<file path="config.mk">
export PLATFORM = sky130hd
export DESIGN_NAME = nand_page_spare_edc_builder_unit_flat
export DESIGN_NICKNAME = d
export VERILOG_FILES = /design/src/design/nsedc_pkg.sv /design/src/design/nsedc_word_if.sv /design/src/design/nsedc_spare_if.sv /design/src/design/nsedc_spare_pipe.sv /design/src/design/nand_page_spare_edc_builder_unit.sv /design/src/flat_wrapper.sv
export VERILOG_INCLUDE_DIRS = /design/src /design/src/design
export SDC_FILE = /design/constraint.sdc
export NUM_CORES = 1
export LEC_CHECK = 0
export ABC_AREA = 1
export BUFFER_PORTS_ARGS = -buffer_cell sky130_fd_sc_hd__buf_2
export CORE_ASPECT_RATIO = 0.75
export CORE_MARGIN = 1.5
export CORE_UTILIZATION = 31
export CTS_BUF_LIST = sky130_fd_sc_hd__clkbuf_8
export CTS_CLUSTER_DIAMETER = 50
export DETAILED_ROUTE_END_ITERATION = 6
export SETUP_SLACK_MARGIN = 0.4
export SLEW_MARGIN = 20
export SYNTH_ARGS = -nofsm -noshare
export SYNTH_HDL_FRONTEND = slang
export SYNTH_HIERARCHICAL = 1
export SYNTH_SLANG_ARGS = --single-unit
</file>
<file path="constraint.sdc">
create_clock -name clk -period 13.7 [get_ports clk]
set_input_delay 2.055 -clock clk [delete_from_list [all_inputs] [get_ports clk]]
set_output_delay 2.055 -clock clk [all_outputs]
set_load 0.01 [all_outputs]
</file>
<file path="src/design/nand_page_spare_edc_builder_unit_macros.svh">
// ---------------------------------------------------------------------------
// nand_page_spare_edc_builder_unit_macros.svh
// Assertion macros shared by the spare builder modules
// ---------------------------------------------------------------------------
`ifndef NAND_PAGE_SPARE_EDC_BUILDER_UNIT_MACROS_SVH
`define NAND_PAGE_SPARE_EDC_BUILDER_UNIT_MACROS_SVH

// same-cycle implication, sampled on clk, off during rst
`define NSEDC_ASSERT_NOW(label, ante, cons, msg) \
  label: assert property (@(posedge clk) disable iff (rst) (ante) |-> (cons)) \
    else $error(msg);

// next-cycle implication, sampled on clk, off during rst
`define NSEDC_ASSERT_NEXT(label, ante, cons, msg) \
  label: assert property (@(posedge clk) disable iff (rst) (ante) |=> (cons)) \
    else $error(msg);

`endif

</file>
<file path="src/design/nsedc_pkg.sv">
// ---------------------------------------------------------------------------
// nsedc_pkg
// Types, constants and EDC shift functions for the NAND spare builder
// ---------------------------------------------------------------------------
`default_nettype none

package nsedc_pkg;

  localparam int WORD_W   = 32;
  localparam int SPARE_W  = 64;
  localparam int EDC_W    = 26;
  localparam int PAGE_W   = 9;
  localparam int BYTE_W   = 8;
  localparam int MODE_W   = 2;
  localparam int TAIL_W   = 6;

  localparam logic [EDC_W:0]     EDC_POLY              = 27'h6954559;
  localparam logic [PAGE_W-1:0]  SMALL_PAGES_PER_BLOCK = 9'd32;
  localparam logic [PAGE_W-1:0]  BIG_PAGES_PER_BLOCK   = 9'd256;
  localparam logic [BYTE_W-1:0]  BLOCK_LOW_WRAP        = 8'hFF;
  localparam logic [BYTE_W-1:0]  FILL_BYTE             = 8'hFF;

  // controller modes
  localparam logic [MODE_W-1:0] MODE_SMALL_SMALL = 2'd0;
  localparam logic [MODE_W-1:0] MODE_SMALL_BIG   = 2'd1;
  localparam logic [MODE_W-1:0] MODE_BIG_BIG     = 2'd2;

  // one spare in flight: running edc and the spare bytes 0..7
  typedef struct packed {
    logic [EDC_W-1:0]   edc;
    logic [SPARE_W-1:0] spare_low;
    logic               blank;
  } nsedc_job_t;

  // one lfsr step with one input bit
  function automatic logic [EDC_W-1:0] edc_bit(input logic [EDC_W-1:0] s, input logic b);
    logic [EDC_W:0] t;
    t = {1'b0, s} ^ {{EDC_W{1'b0}}, b};
    if (t[0]) begin
      t = t ^ EDC_POLY;
    end
    return t[EDC_W:1];
  endfunction

  // 32 bits, lsb first
  function automatic logic [EDC_W-1:0] edc_feed32(input logic [EDC_W-1:0] s,
                                                  input logic [WORD_W-1:0] d);
    logic [EDC_W-1:0] r;
    r = s;
    for (int k = 0; k < WORD_W; k++) begin
      r = edc_bit(r, d[k]);
    end
    return r;
  endfunction

  // short tail, lsb first
  function automatic logic [EDC_W-1:0] edc_feed6(input logic [EDC_W-1:0] s,
                                                 input logic [TAIL_W-1:0] d);
    logic [EDC_W-1:0] r;
    r = s;
    for (int k = 0; k < TAIL_W; k++) begin
      r = edc_bit(r, d[k]);
    end
    return r;
  endfunction

endpackage

`default_nettype wire

</file>
<file path="src/design/nsedc_word_if.sv">
// ---------------------------------------------------------------------------
// nsedc_word_if
// Page word channel: one data word per item, last and blank flags
// ---------------------------------------------------------------------------
`default_nettype none

interface nsedc_word_if;
  import nsedc_pkg::*;

  logic              valid;
  logic              ready;
  logic [WORD_W-1:0] data_word;
  logic              last_word;
  logic              page_blank;

  modport source (output valid, data_word, last_word, page_blank, input ready);
  modport sink   (input valid, data_word, last_word, page_blank, output ready);
endinterface

`default_nettype wire

</file>
<file path="src/design/nsedc_spare_if.sv">
// ---------------------------------------------------------------------------
// nsedc_spare_if
// Spare channel: 16 spare bytes per item as two 64-bit halves
// ---------------------------------------------------------------------------
`default_nettype none

interface nsedc_spare_if;
  import nsedc_pkg::*;

  logic               valid;
  logic               ready;
  logic [SPARE_W-1:0] spare_low;
  logic [SPARE_W-1:0] spare_high;

  modport source (output valid, spare_low, spare_high, input ready);
  modport sink   (input valid, spare_low, spare_high, output ready);
endinterface

`default_nettype wire

</file>
<file path="src/design/nsedc_spare_pipe.sv">
// ---------------------------------------------------------------------------
// nsedc_spare_pipe
// Runs the edc over the spare bytes, a 32-bit chunk in stages 2 and 3 and
// the tail in the output register, which holds the finished spare
// ---------------------------------------------------------------------------
`default_nettype none

`include "nand_page_spare_edc_builder_unit_macros.svh"

module nsedc_spare_pipe (
  input  wire logic               clk,
  input  wire logic               rst,
  input  wire logic               job_load,
  input  wire nsedc_pkg::nsedc_job_t job,
  output logic                    job_ready,
  nsedc_spare_if.source           spare_ch
);
  import nsedc_pkg::*;

  nsedc_job_t st1;
  nsedc_job_t st2;
  nsedc_job_t st3;
  logic       v1;
  logic       v2;
  logic       v3;
  logic       out_valid;
  logic [SPARE_W-1:0] spare_low;
  logic [SPARE_W-1:0] spare_high;

  logic out_take;
  logic take3;
  logic take2;
  logic take1;
  logic [EDC_W-1:0] edc_tail;
  logic [EDC_W-1:0] edc_final;

  // a stage takes new contents when empty or when its item moves on
  assign out_take  = !out_valid || spare_ch.ready;
  assign take3     = !v3 || out_take;
  assign take2     = !v2 || take3;
  assign take1     = !v1 || take2;
  assign job_ready = take1;

  // last chunk: spare bytes 8..11 are zero, then six zero bits of byte 12
  assign edc_tail  = edc_feed6(edc_feed32(st3.edc, ~{WORD_W{1'b0}}), ~{TAIL_W{1'b0}});
  assign edc_final = ~edc_tail;

  // stage valids
  always_ff @(posedge clk) begin
    if (rst) begin
      v1        <= 1'b0;
      v2        <= 1'b0;
      v3        <= 1'b0;
      out_valid <= 1'b0;
    end else begin
      if (take1) begin
        v1 <= job_load;
      end
      if (take2) begin
        v2 <= v1;
      end
      if (take3) begin
        v3 <= v2;
      end
      if (out_take) begin
        out_valid <= v3;
      end
    end
  end

  // stage payloads: bytes 0..3, then bytes 4..7, then the tail
  always_ff @(posedge clk) begin
    if (take1 && job_load) begin
      st1 <= job;
    end
    if (take2 && v1) begin
      st2 <= {edc_feed32(st1.edc, ~st1.spare_low[WORD_W-1:0]), st1.spare_low, st1.blank};
    end
    if (take3 && v2) begin
      st3 <= {edc_feed32(st2.edc, ~st2.spare_low[SPARE_W-1:WORD_W]), st2.spare_low,
              st2.blank};
    end
    if (out_take && v3) begin
      if (st3.blank) begin
        spare_low  <= '1;
        spare_high <= '1;
      end else begin
        spare_low  <= st3.spare_low;
        spare_high <= {edc_final, {(SPARE_W - EDC_W){1'b0}}};
      end
    end
  end

  assign spare_ch.valid      = out_valid;
  assign spare_ch.spare_low  = spare_low;
  assign spare_ch.spare_high = spare_high;

  // a spare with anything in bytes 8..11 must be a blank spare
  `NSEDC_ASSERT_NOW(a_blank_form, out_valid && spare_high[WORD_W-1:0] != '0, spare_high == '1 && spare_low == '1, "spare bytes 8..11 set on a non-blank spare")
  // the last stage keeps its item while the output register is held
  `NSEDC_ASSERT_NEXT(a_stage3_hold, v3 && !out_take, v3, "stage 3 item dropped under stall")
endmodule

`default_nettype wire

</file>
<file path="src/design/nand_page_spare_edc_builder_unit.sv">
// ---------------------------------------------------------------------------
// nand_page_spare_edc_builder_unit
// NAND page spare builder: edc over page words plus spare, block numbering
// ---------------------------------------------------------------------------
// Usage:
//   word_ch carries a page as 32-bit words, one item per cycle while
//   ready is high; last_word marks the final word and page_blank is sampled
//   with it. Every word is folded into the 26-bit edc register in the cycle
//   it is accepted (one unrolled 32-bit lfsr update). A last word steps the
//   page and block counters and starts one spare, which then runs through
//   three stages (the job, spare bytes 0..3, bytes 4..7) and the output
//   register (bytes 8..12), where it shows on spare_ch. Throughput is one
//   word per cycle while word_ch.ready is high.
//   A stalled spare_ch holds its item; the stages behind it keep filling,
//   so up to four spares can be in flight before word_ch.ready drops.
//   controller_mode is written via cfg_wr_en/cfg_wr_data, by the user only
//   while idle (not enforced by the block). Synchronous reset clears the edc,
//   the counters, the mode and all valid flags; no clearing pass is needed.
// ---------------------------------------------------------------------------
`default_nettype none

`include "nand_page_spare_edc_builder_unit_macros.svh"

module nand_page_spare_edc_builder_unit (
  input  wire logic                          clk,
  input  wire logic                          rst,
  input  wire logic                          cfg_wr_en,
  input  wire logic [nsedc_pkg::MODE_W-1:0]  cfg_wr_data,
  nsedc_word_if.sink                         word_ch,
  nsedc_spare_if.source                      spare_ch
);
  import nsedc_pkg::*;

  logic [MODE_W-1:0] controller_mode;
  logic [EDC_W-1:0]  edc_shift;
  logic [PAGE_W-1:0] page_in_block;
  logic [BYTE_W-1:0] block_low;
  logic [BYTE_W-1:0] block_high;

  logic              word_take;
  logic              job_load;
  logic              job_ready;
  logic              small_mode;
  logic [EDC_W-1:0]  edc_word;
  logic [PAGE_W-1:0] page_step;
  logic [PAGE_W-1:0] page_in_block_next;
  logic [BYTE_W-1:0] block_low_next;
  logic [BYTE_W-1:0] block_high_next;
  logic [SPARE_W-1:0] spare_bytes;
  nsedc_job_t        job;

  assign word_ch.ready = job_ready;
  assign word_take     = word_ch.valid && job_ready;
  assign job_load      = word_take && word_ch.last_word;
  assign small_mode    = (controller_mode == MODE_SMALL_SMALL) ||
                         (controller_mode == MODE_SMALL_BIG);

  // edc over the inverted word, lsb first
  assign edc_word = edc_feed32(edc_shift, ~word_ch.data_word);

  // page and block counter step for a last word
  always_comb begin
    page_step       = page_in_block;
    block_low_next  = block_low;
    block_high_next = block_high;
    if (small_mode) begin
      if (page_in_block >= SMALL_PAGES_PER_BLOCK) begin
        block_low_next = block_low + 8'd1;
        page_step      = '0;
      end
      if (block_low_next == BLOCK_LOW_WRAP) begin
        block_high_next = block_high + 8'd1;
        block_low_next  = '0;
      end
    end else begin
      if (page_in_block >= BIG_PAGES_PER_BLOCK) begin
        block_low_next = block_low + 8'd1;
        page_step      = '0;
      end
    end
    page_in_block_next = page_step + 9'd1;
  end

  // spare bytes 0..7 per layout
  always_comb begin
    spare_bytes = '0;
    case (controller_mode)
      MODE_SMALL_SMALL: begin
        spare_bytes[7:0]   = block_low_next;
        spare_bytes[15:8]  = block_high_next;
        spare_bytes[47:40] = FILL_BYTE;
      end
      MODE_SMALL_BIG: begin
        spare_bytes[15:8]  = block_low_next;
        spare_bytes[23:16] = block_high_next;
        spare_bytes[47:40] = FILL_BYTE;
      end
      default: begin
        spare_bytes[7:0]  = FILL_BYTE;
        spare_bytes[15:8] = block_low_next;
      end
    endcase
  end

  assign job.edc       = edc_word;
  assign job.spare_low = spare_bytes;
  assign job.blank     = word_ch.page_blank;

  // mode register, edc and counters
  always_ff @(posedge clk) begin
    if (rst) begin
      controller_mode <= MODE_SMALL_SMALL;
      edc_shift       <= '0;
      page_in_block   <= '0;
      block_low       <= '0;
      block_high      <= '0;
    end else begin
      if (cfg_wr_en) begin
        controller_mode <= cfg_wr_data;
      end
      if (word_take) begin
        if (word_ch.last_word) begin
          edc_shift     <= '0;
          page_in_block <= page_in_block_next;
          block_low     <= block_low_next;
          block_high    <= block_high_next;
        end else begin
          edc_shift <= edc_word;
        end
      end
    end
  end

  nsedc_spare_pipe u_spare_pipe (
    .clk       (clk),
    .rst       (rst),
    .job_load  (job_load),
    .job       (job),
    .job_ready (job_ready),
    .spare_ch  (spare_ch)
  );

  // small layouts never leave the low block byte at its wrap value
  `NSEDC_ASSERT_NEXT(a_small_low_wrap, job_load && small_mode, block_low != BLOCK_LOW_WRAP, "block_low left at wrap value")
  // the page count always advances past zero on a finished page
  `NSEDC_ASSERT_NEXT(a_page_advance, job_load, page_in_block != '0, "page_in_block zero after page end")
endmodule

`default_nettype wire

</file>
<file path="src/flat_wrapper.sv">
// flat-port wrapper written by rule: the top's interface ports become plain ports
module nand_page_spare_edc_builder_unit_flat import nsedc_pkg::*;
  (clk, rst, cfg_wr_en, cfg_wr_data, word_ch_valid, word_ch_data_word, word_ch_last_word, word_ch_page_blank, word_ch_ready, spare_ch_valid, spare_ch_spare_low, spare_ch_spare_high, spare_ch_ready);
  nsedc_word_if word_ch_i ();
  nsedc_spare_if spare_ch_i ();
  input  wire logic clk;
  input  wire logic rst;
  input  wire logic cfg_wr_en;
  input  wire logic [nsedc_pkg::MODE_W-1:0] cfg_wr_data;
  input wire logic [$bits(word_ch_i.valid)-1:0] word_ch_valid;
  input wire logic [$bits(word_ch_i.data_word)-1:0] word_ch_data_word;
  input wire logic [$bits(word_ch_i.last_word)-1:0] word_ch_last_word;
  input wire logic [$bits(word_ch_i.page_blank)-1:0] word_ch_page_blank;
  output wire logic [$bits(word_ch_i.ready)-1:0] word_ch_ready;
  output wire logic [$bits(spare_ch_i.valid)-1:0] spare_ch_valid;
  output wire logic [$bits(spare_ch_i.spare_low)-1:0] spare_ch_spare_low;
  output wire logic [$bits(spare_ch_i.spare_high)-1:0] spare_ch_spare_high;
  input wire logic [$bits(spare_ch_i.ready)-1:0] spare_ch_ready;
  assign word_ch_i.valid = word_ch_valid;
  assign word_ch_i.data_word = word_ch_data_word;
  assign word_ch_i.last_word = word_ch_last_word;
  assign word_ch_i.page_blank = word_ch_page_blank;
  assign word_ch_ready = word_ch_i.ready;
  assign spare_ch_valid = spare_ch_i.valid;
  assign spare_ch_spare_low = spare_ch_i.spare_low;
  assign spare_ch_spare_high = spare_ch_i.spare_high;
  assign spare_ch_i.ready = spare_ch_ready;
  nand_page_spare_edc_builder_unit u_core (.clk(clk), .rst(rst), .cfg_wr_en(cfg_wr_en), .cfg_wr_data(cfg_wr_data), .word_ch(word_ch_i), .spare_ch(spare_ch_i));
endmodule
</file>
# ---- Yosys cells after proc, flatten, opt, wreduce, memory -nomap -nowiden
# Cells that the tools add are included.
dict set report word_totals {
  register_bits 362
  latchBits 0
  mem_bits_rw 0
  mem_bits_ro 0
  input_bits 41
  output_inout_bits 130
  word_cells 530
  mem_count 0
}
dict set report op_classes {
  addsub 3
  n_mul 0
  div 0
  magnitude_cmp 2
  eq_ne 2
  shift 0
  muxes 211
  bitwise 272
  n_reduce_logical 18
}
# operator count
set op_table {}
lappend op_table {{$mux W27} 196}
lappend op_table {{$xor A26 B1 Y26} 96}
lappend op_table {{$not A12 Y13} 102}
lappend op_table {{$not A13 Y13} 32}
lappend op_table {{$mux W8} 9}
lappend op_table {{$mux W38} 1}
lappend op_table {{$not A1 Y1} 38}
lappend op_table {{$not A16 Y32} 1}
lappend op_table {{$not A24 Y32} 1}
lappend op_table {{$not A32 Y32} 1}
lappend op_table {{$mux W9} 3}
lappend op_table {{$mux W26} 1}
lappend op_table {{$not A26 Y26} 1}
lappend op_table {{$add A8 B1 Y8 const B} 2}
lappend op_table {{$pmux W8 S2} 1}
lappend op_table {{$add A9 B1 Y9 const B} 1}
lappend op_table {{$ge A9 B6 Y1 const B} 1}
lappend op_table {{$ge A9 B9 Y1 const B} 1}
lappend op_table {{$eq A8 B8 Y1 const B} 1}
lappend op_table {{$logic_and A1 B1 Y1} 6}
lappend op_table {{$logic_or A1 B1 Y1} 5}
lappend op_table {{$logic_not A1 Y1} 4}
lappend op_table {{$eq A2 B1 Y1 const B} 1}
lappend op_table {{$logic_not A2 Y1} 1}
lappend op_table {{other kinds (2)} 2}

# ---- Depth between registers and ports, before layout
dict set report logic_depth {
  depth_word 129
  ltp_mapped 47
  depth_no_buf 45
}

# ---- Modules after synthesis
# Netlist, hierarchy kept.
# mod n_inst cells_each area_each_um2 seq_area_each_um2
set modules_own_cells {}
lappend modules_own_cells {nsedc_spare_pipe 1 3021 25923.6 11010.6}
lappend modules_own_cells {nand_page_spare_edc_builder_unit 1 1384 8137.8 1061.0}

# ---- Worst setup path before layout
# No wires, ideal clock.
dict set report synth_path {
  kind {in2reg}
  from {input spare_ch_ready}
  to {register u_core/u_spare_pipe/st1[0] in the netlist's numbering (enable)}
  setup_time_ns 0.543
  arrival_ns 7.103
  required_time_ns 13.157
  slack_ns 6.054
  stages 13
  n_path_buf 1
  path_cell_list {nor2_1 -> inv_1 -> nor2_1 -> inv_1 -> nor2_1 -> inv_1 -> nor2_1 -> inv_1 -> nand2_1 -> nor2_1 -> clkbuf_1 -> inv_1 -> nor2_1}
}
dict set report synth_via {
  elab_chain_cells 7
}
# element line
set synth_lines {}
lappend synth_lines {{start, declared} flat_wrapper.sv:18} ;# input wire logic [$bits(spare_ch_i.ready)-1:0] spare_ch_ready;
lappend synth_lines {{$logic_or A1 B1 Y1} nsedc_spare_pipe.sv:38} ;# assign out_take = !out_valid || spare_ch.ready;
lappend synth_lines {{$logic_or A1 B1 Y1} nsedc_spare_pipe.sv:39} ;# assign take3 = !v3 || out_take;
lappend synth_lines {{$logic_or A1 B1 Y1} nsedc_spare_pipe.sv:40} ;# assign take2 = !v2 || take3;
lappend synth_lines {{$logic_or A1 B1 Y1} nsedc_spare_pipe.sv:41} ;# assign take1 = !v1 || take2;
lappend synth_lines {{named net word_ch_ready} flat_wrapper.sv:14} ;# output wire logic [$bits(word_ch_i.ready)-1:0] word_ch_ready;
lappend synth_lines {{$logic_and A1 B1 Y1} nand_page_spare_edc_builder_unit.sv:53} ;# assign word_take = word_ch.valid && job_ready;
lappend synth_lines {{$logic_and A1 B1 Y1} nand_page_spare_edc_builder_unit.sv:54} ;# assign job_load = word_take && word_ch.last_word;
lappend synth_lines {{named net u_core.job_load} nand_page_spare_edc_builder_unit.sv:41} ;# logic job_load;
lappend synth_lines {{$logic_and A1 B1 Y1} nsedc_spare_pipe.sv:73} ;# if (take1 && job_load) begin
lappend synth_lines {{end signal, assigned} nsedc_spare_pipe.sv:74} ;# st1 <= job;
lappend synth_lines {{end, declared} nsedc_spare_pipe.sv:20} ;# nsedc_job_t st1;
# The timed path passes the listed nets, and every way through them passes these cells.
# A chain may end at the register's enable or synchronous reset.

# ---- Worst setup path after layout
dict set report layout_path {
  from {input word_ch_data_word[2]}
  to {register u_core/u_spare_pipe/st1[87] in the netlist's numbering (data pin)}
}
dict set report layout_via {
  elab_chain_cells 74
  elab_cells_between_ends 89
  classes_between {30 x mux; 59 x bitwise}
}
# element line
set layout_lines {}
lappend layout_lines {{start, declared} flat_wrapper.sv:11} ;# input wire logic [$bits(word_ch_i.data_word)-1:0] word_ch_data_word;
lappend layout_lines {{$not A32 Y32 (*)} nand_page_spare_edc_builder_unit.sv:59} ;# assign edc_word = edc_feed32(edc_shift, ~word_ch.data_word);
lappend layout_lines {{$xor A26 B1 Y26 (*)} nsedc_pkg.sv:38} ;# t = {1'b0, s} ^ {{EDC_W{1'b0}}, b};
lappend layout_lines {{$mux W27 (*)} nsedc_pkg.sv:39} ;# if (t[0]) begin
lappend layout_lines {{$xor A26 B1 Y26 (*)} nsedc_pkg.sv:38}
lappend layout_lines {{$not A13 Y13 (no line)} --}
lappend layout_lines {{$mux W27 (*)} nsedc_pkg.sv:39}
lappend layout_lines {{$xor A26 B1 Y26 (*)} nsedc_pkg.sv:38}
lappend layout_lines {{$mux W27 (*)} nsedc_pkg.sv:39}
lappend layout_lines {{[59 not listed]} --}
lappend layout_lines {{$not A13 Y13 (no line)} --}
lappend layout_lines {{$mux W27 (*)} nsedc_pkg.sv:39}
lappend layout_lines {{$xor A26 B1 Y26 (*)} nsedc_pkg.sv:38}
lappend layout_lines {{$mux W27 (*)} nsedc_pkg.sv:39}
lappend layout_lines {{$xor A26 B1 Y26 (*)} nsedc_pkg.sv:38}
lappend layout_lines {{$not A13 Y13 (no line)} --}
lappend layout_lines {{$mux W27 (*)} nsedc_pkg.sv:39}
lappend layout_lines {{named net u_core.edc_word[22]} nand_page_spare_edc_builder_unit.sv:44} ;# logic [EDC_W-1:0] edc_word;
# Mark *: on every way through the listed nets, which the timed path passes. The rest lies on a longest branch.

==> results.ini <==
[floorplan]
io_pins=171
fp.dieW_um=386
core_area_um2=109000
fp-row-count=105
initial_core_util=0.312
fp.dieH_um=290
die_area_um2=112000

[clock_tree]
cts-resized-gates=0
clk_latency_ns=0.69
cts_htree_levels=3
numCtsBuffers=76
ctsHoldBuffers=0
cts_tree=done
cts.sinks=421
post_cts_buffers=0
clockBufferDepth=3
root_buffer=clkbuf_8
clk_pin_slew_ns=0.06

[route]
drt_iter0_markers=2203
ant_nets=0
vias_per_cell=4.58
post_drt_wl_per_cell_um=14.4
drc=0
route.vias.total=28003
firstDrtPassIters=5
routed_wl_um=88000

[critical_path]
r2r_cells=36
path_buf_inv=3
r2r_slack_ns=7.37
crit_family=simple AND/OR/NAND/NOR gates
slowest_stage=nand2_1
cp.depth=38
crit_top_cell=nand2_2
cpPeakStageDelay_ns=0.41
path_max_fanout=13
crit_path_end=u_core/u_spare_pipe/st1[87]$_DFFE_PP_
startpoint=word_ch_data_word[2]
critPathArrivalTime_ns=7.17
reg2reg_from=u_core/u_spare_pipe/st3[66]$_DFFE_PP_
path_class=input port to register
cp-start-kind=input port
regToRegEndpoint=u_core/u_spare_pipe/spare_ch.spare_high[51]$_SDFFCE_PP1P_
critPathRequiredTime_ns=14.11
end_kind=register

[logic_synthesis]
synth-async-reset-ratio=0
seq_area_frac_synth=0.354
synth_cell_types=47
synth_area_um2=34100
postSynthAreaPerCell_um2=7.73
synth-edff-count=364
postSynth.topFlopCell=edfxtp_1
yosys_warnings=6
synth-seq-cells=421
syn_inst=4405

[timing]
finalClockSkew_ns=0.0528
finalHoldViolations=0
min_period_over_period=0.493
drv_slew=0
whs_ns=0.406
tns_ns=0
rsz0062_at_grt=no
worst_pin_slew_ns=1.03
max_slew_margin=0.310
post-route-min-period_ns=6.76
setup_viol=0
fmax_mhz=148

[min_path]
min_path_type=register to register
hold-path-cell-count=0

[placement]
place_area_um2=36300
hpwl_um=69200
port_buffers=170
place_congestion=0.897
dp_cells=5969

[global_routing]
grt_pass1_wl_um=139000
grt_pass1_vias=25400
track_usage=0.156
overflow=0
grt_max_degree=73
antenna_found_initial=2

[final_layout]
finalNonFillerCells=6109
fillers=11467
syn_to_final_growth_pct=11.0
ff_latch_area_um2=12100
finalInstanceArea_um2=37800
antennaDiodeCount=0
multiInputGateArea_um2=19700
fin_nets=4647
drive_above_1_share=0.190

[outcome]
status=completed

[job]
maxCapViolations=0

==> layout make-up <==
cell class	count	share of cell area
clock buffers	81	0.0295
multi-input cells	3475	0.522
inverters	445	0.0451
repair buffers	184	0.0253
flip-flops and latches	421	0.319
well taps	1444	0.0478
clock inverters	59	0.0109
==> worst reg2reg max path, delay by kind of cell, from the launching register on <==
kind,cells,cell delay [ns]
buf+inv,3,0.49
xor+xnor,1,0.39
compound gates,1,0.05
flops,1,0.91
simple gates,31,4.23
==> cell families after synthesis <==
kind of cell / after synthesis / synth area share
and+or+nand+nor: 2630 / 0.370
DFF: 421 / 0.354
xor gates and xnor gates: 670 / 0.182
adders and majority gates: 3 / 0.00110
muxes: 1 / 0.000294
other: 1 / 0.000110
buffers and inverters: 540 / 0.0702
AOI/OAI and AO/OA: 139 / 0.0216
==> registers in the layout, indices dropped and copies added (netlist names) <==
| register | count |
|---|---|
| u_core/block_low | 8 |
| u_core/block_high | 8 |
| u_core/u_spare_pipe/v2 | 1 |
| u_core/u_spare_pipe/spare_ch.spare_high | 27 |
| u_core/u_spare_pipe/v1 | 1 |
| u_core/u_spare_pipe/spare_ch.valid | 1 |
| u_core/page_in_block | 9 |
| u_core/u_spare_pipe/st1 | 91 |
| u_core/u_spare_pipe/st2 | 91 |
| u_core/u_spare_pipe/v3 | 1 |
| u_core/u_spare_pipe/st3 | 91 |
| u_core/edc_shift | 26 |
| u_core/u_spare_pipe/spare_ch.spare_low | 64 |
| u_core/controller_mode | 2 |
==> synthesized netlist by cell type, types with 3 or more instances <==
library cell	number	share of area
xnor2_2	7	0.0033
nand4_1	13	0.0024
nand2_2	253	0.046
nand2_1	1546	0.17
edfxtp_1	364	0.32
ha_1	3	0.0011
xor2_4	4	0.0032
xnor3_1	4	0.0026
buf_4	41	0.0090
nand3_4	3	0.0015
or2_2	79	0.015
nand3b_1	32	0.0071
nand3_1	479	0.070
dfxtp_1	57	0.034
inv_1	361	0.040
buf_6	24	0.0079
clkbuf_1	27	0.0030
nor2_1	40	0.0044
inv_2	71	0.0078
nand2_4	84	0.028
o21ai_1	4	0.00059
nor3_1	12	0.0018
nor2_2	3	0.00055
xnor2_1	134	0.034
xnor2_4	3	0.0024
and2_1	10	0.0018
xor2_2	14	0.0067
nand3_2	55	0.016
a21oi_1	65	0.0096
or2_1	16	0.0029
a21o_1	4	0.00088
inv_4	11	0.0020
nor4_1	3	0.00055
o21ai_0	55	0.0081
o211ai_1	5	0.0011
xor2_1	504	0.13
==> layer usage <==
metal  track usage  part of all wire  vias to the layer above
li1              -                 -                    14356
met3        0.0220             0.058                      104
met5             0                 0                        -
met4        0.0332             0.018                        0
met2         0.225              0.41                      687
met1         0.242              0.52                    12856
==> worst min-delay path by stage <==
stage | startpoint | end | slack [ns]
2_1_floorplan | u_core/u_spare_pipe/st1[0]$_DFFE_PP_ | u_core/u_spare_pipe/st2[0]$_DFFE_PP_ | 0.40
3_3_place_gp | u_core/u_spare_pipe/st1[35]$_DFFE_PP_ | u_core/u_spare_pipe/st2[35]$_DFFE_PP_ | 0.40
3_5_place_dp | u_core/u_spare_pipe/st1[61]$_DFFE_PP_ | u_core/u_spare_pipe/st2[61]$_DFFE_PP_ | 0.40
4_1_cts | u_core/u_spare_pipe/st1[38]$_DFFE_PP_ | u_core/u_spare_pipe/st2[38]$_DFFE_PP_ | 0.40
5_1_grt | u_core/u_spare_pipe/st1[38]$_DFFE_PP_ | u_core/u_spare_pipe/st2[38]$_DFFE_PP_ | 0.41
6_report | u_core/u_spare_pipe/st1[38]$_DFFE_PP_ | u_core/u_spare_pipe/st2[38]$_DFFE_PP_ | 0.41
==> placed cells by master (no fill, tap or decap), drive strengths merged, types with 2 or more instances in the layout <==
cell / netlist / routed
a21oi: 66 / 66
clkbuf: 27 / 81
bufinv: 0 / 3
nand2: 1884 / 1884
nand3: 537 / 537
clkinvlp: 0 / 5
o21ai: 59 / 59
nor3: 12 / 12
buf: 68 / 184
dfxtp: 57 / 57
o211ai: 5 / 5
nor4: 3 / 3
ha: 3 / 3
xor2: 522 / 522
xnor3: 4 / 4
a21o: 4 / 4
nand3b: 32 / 32
nor2: 44 / 44
inv: 443 / 469
xnor2: 144 / 144
clkinv: 2 / 27
conb: 1 / 32
and2: 10 / 10
a32o: 2 / 2
or2: 95 / 95
edfxtp: 364 / 364
a31oi: 2 / 2
nand4: 13 / 13
==> metrics by stage <==
stage,util,setup WS (ns)
global placement,0.332,6.37
finish,0.346,6.94
CTS,0.346,7.02
global route,0.346,6.43
detailed placement,0.332,6.31
floorplan,-,6.05
Power is not shown: default switching activity piles up to over one toggle a cycle in this logic, so the estimate is an artifact.
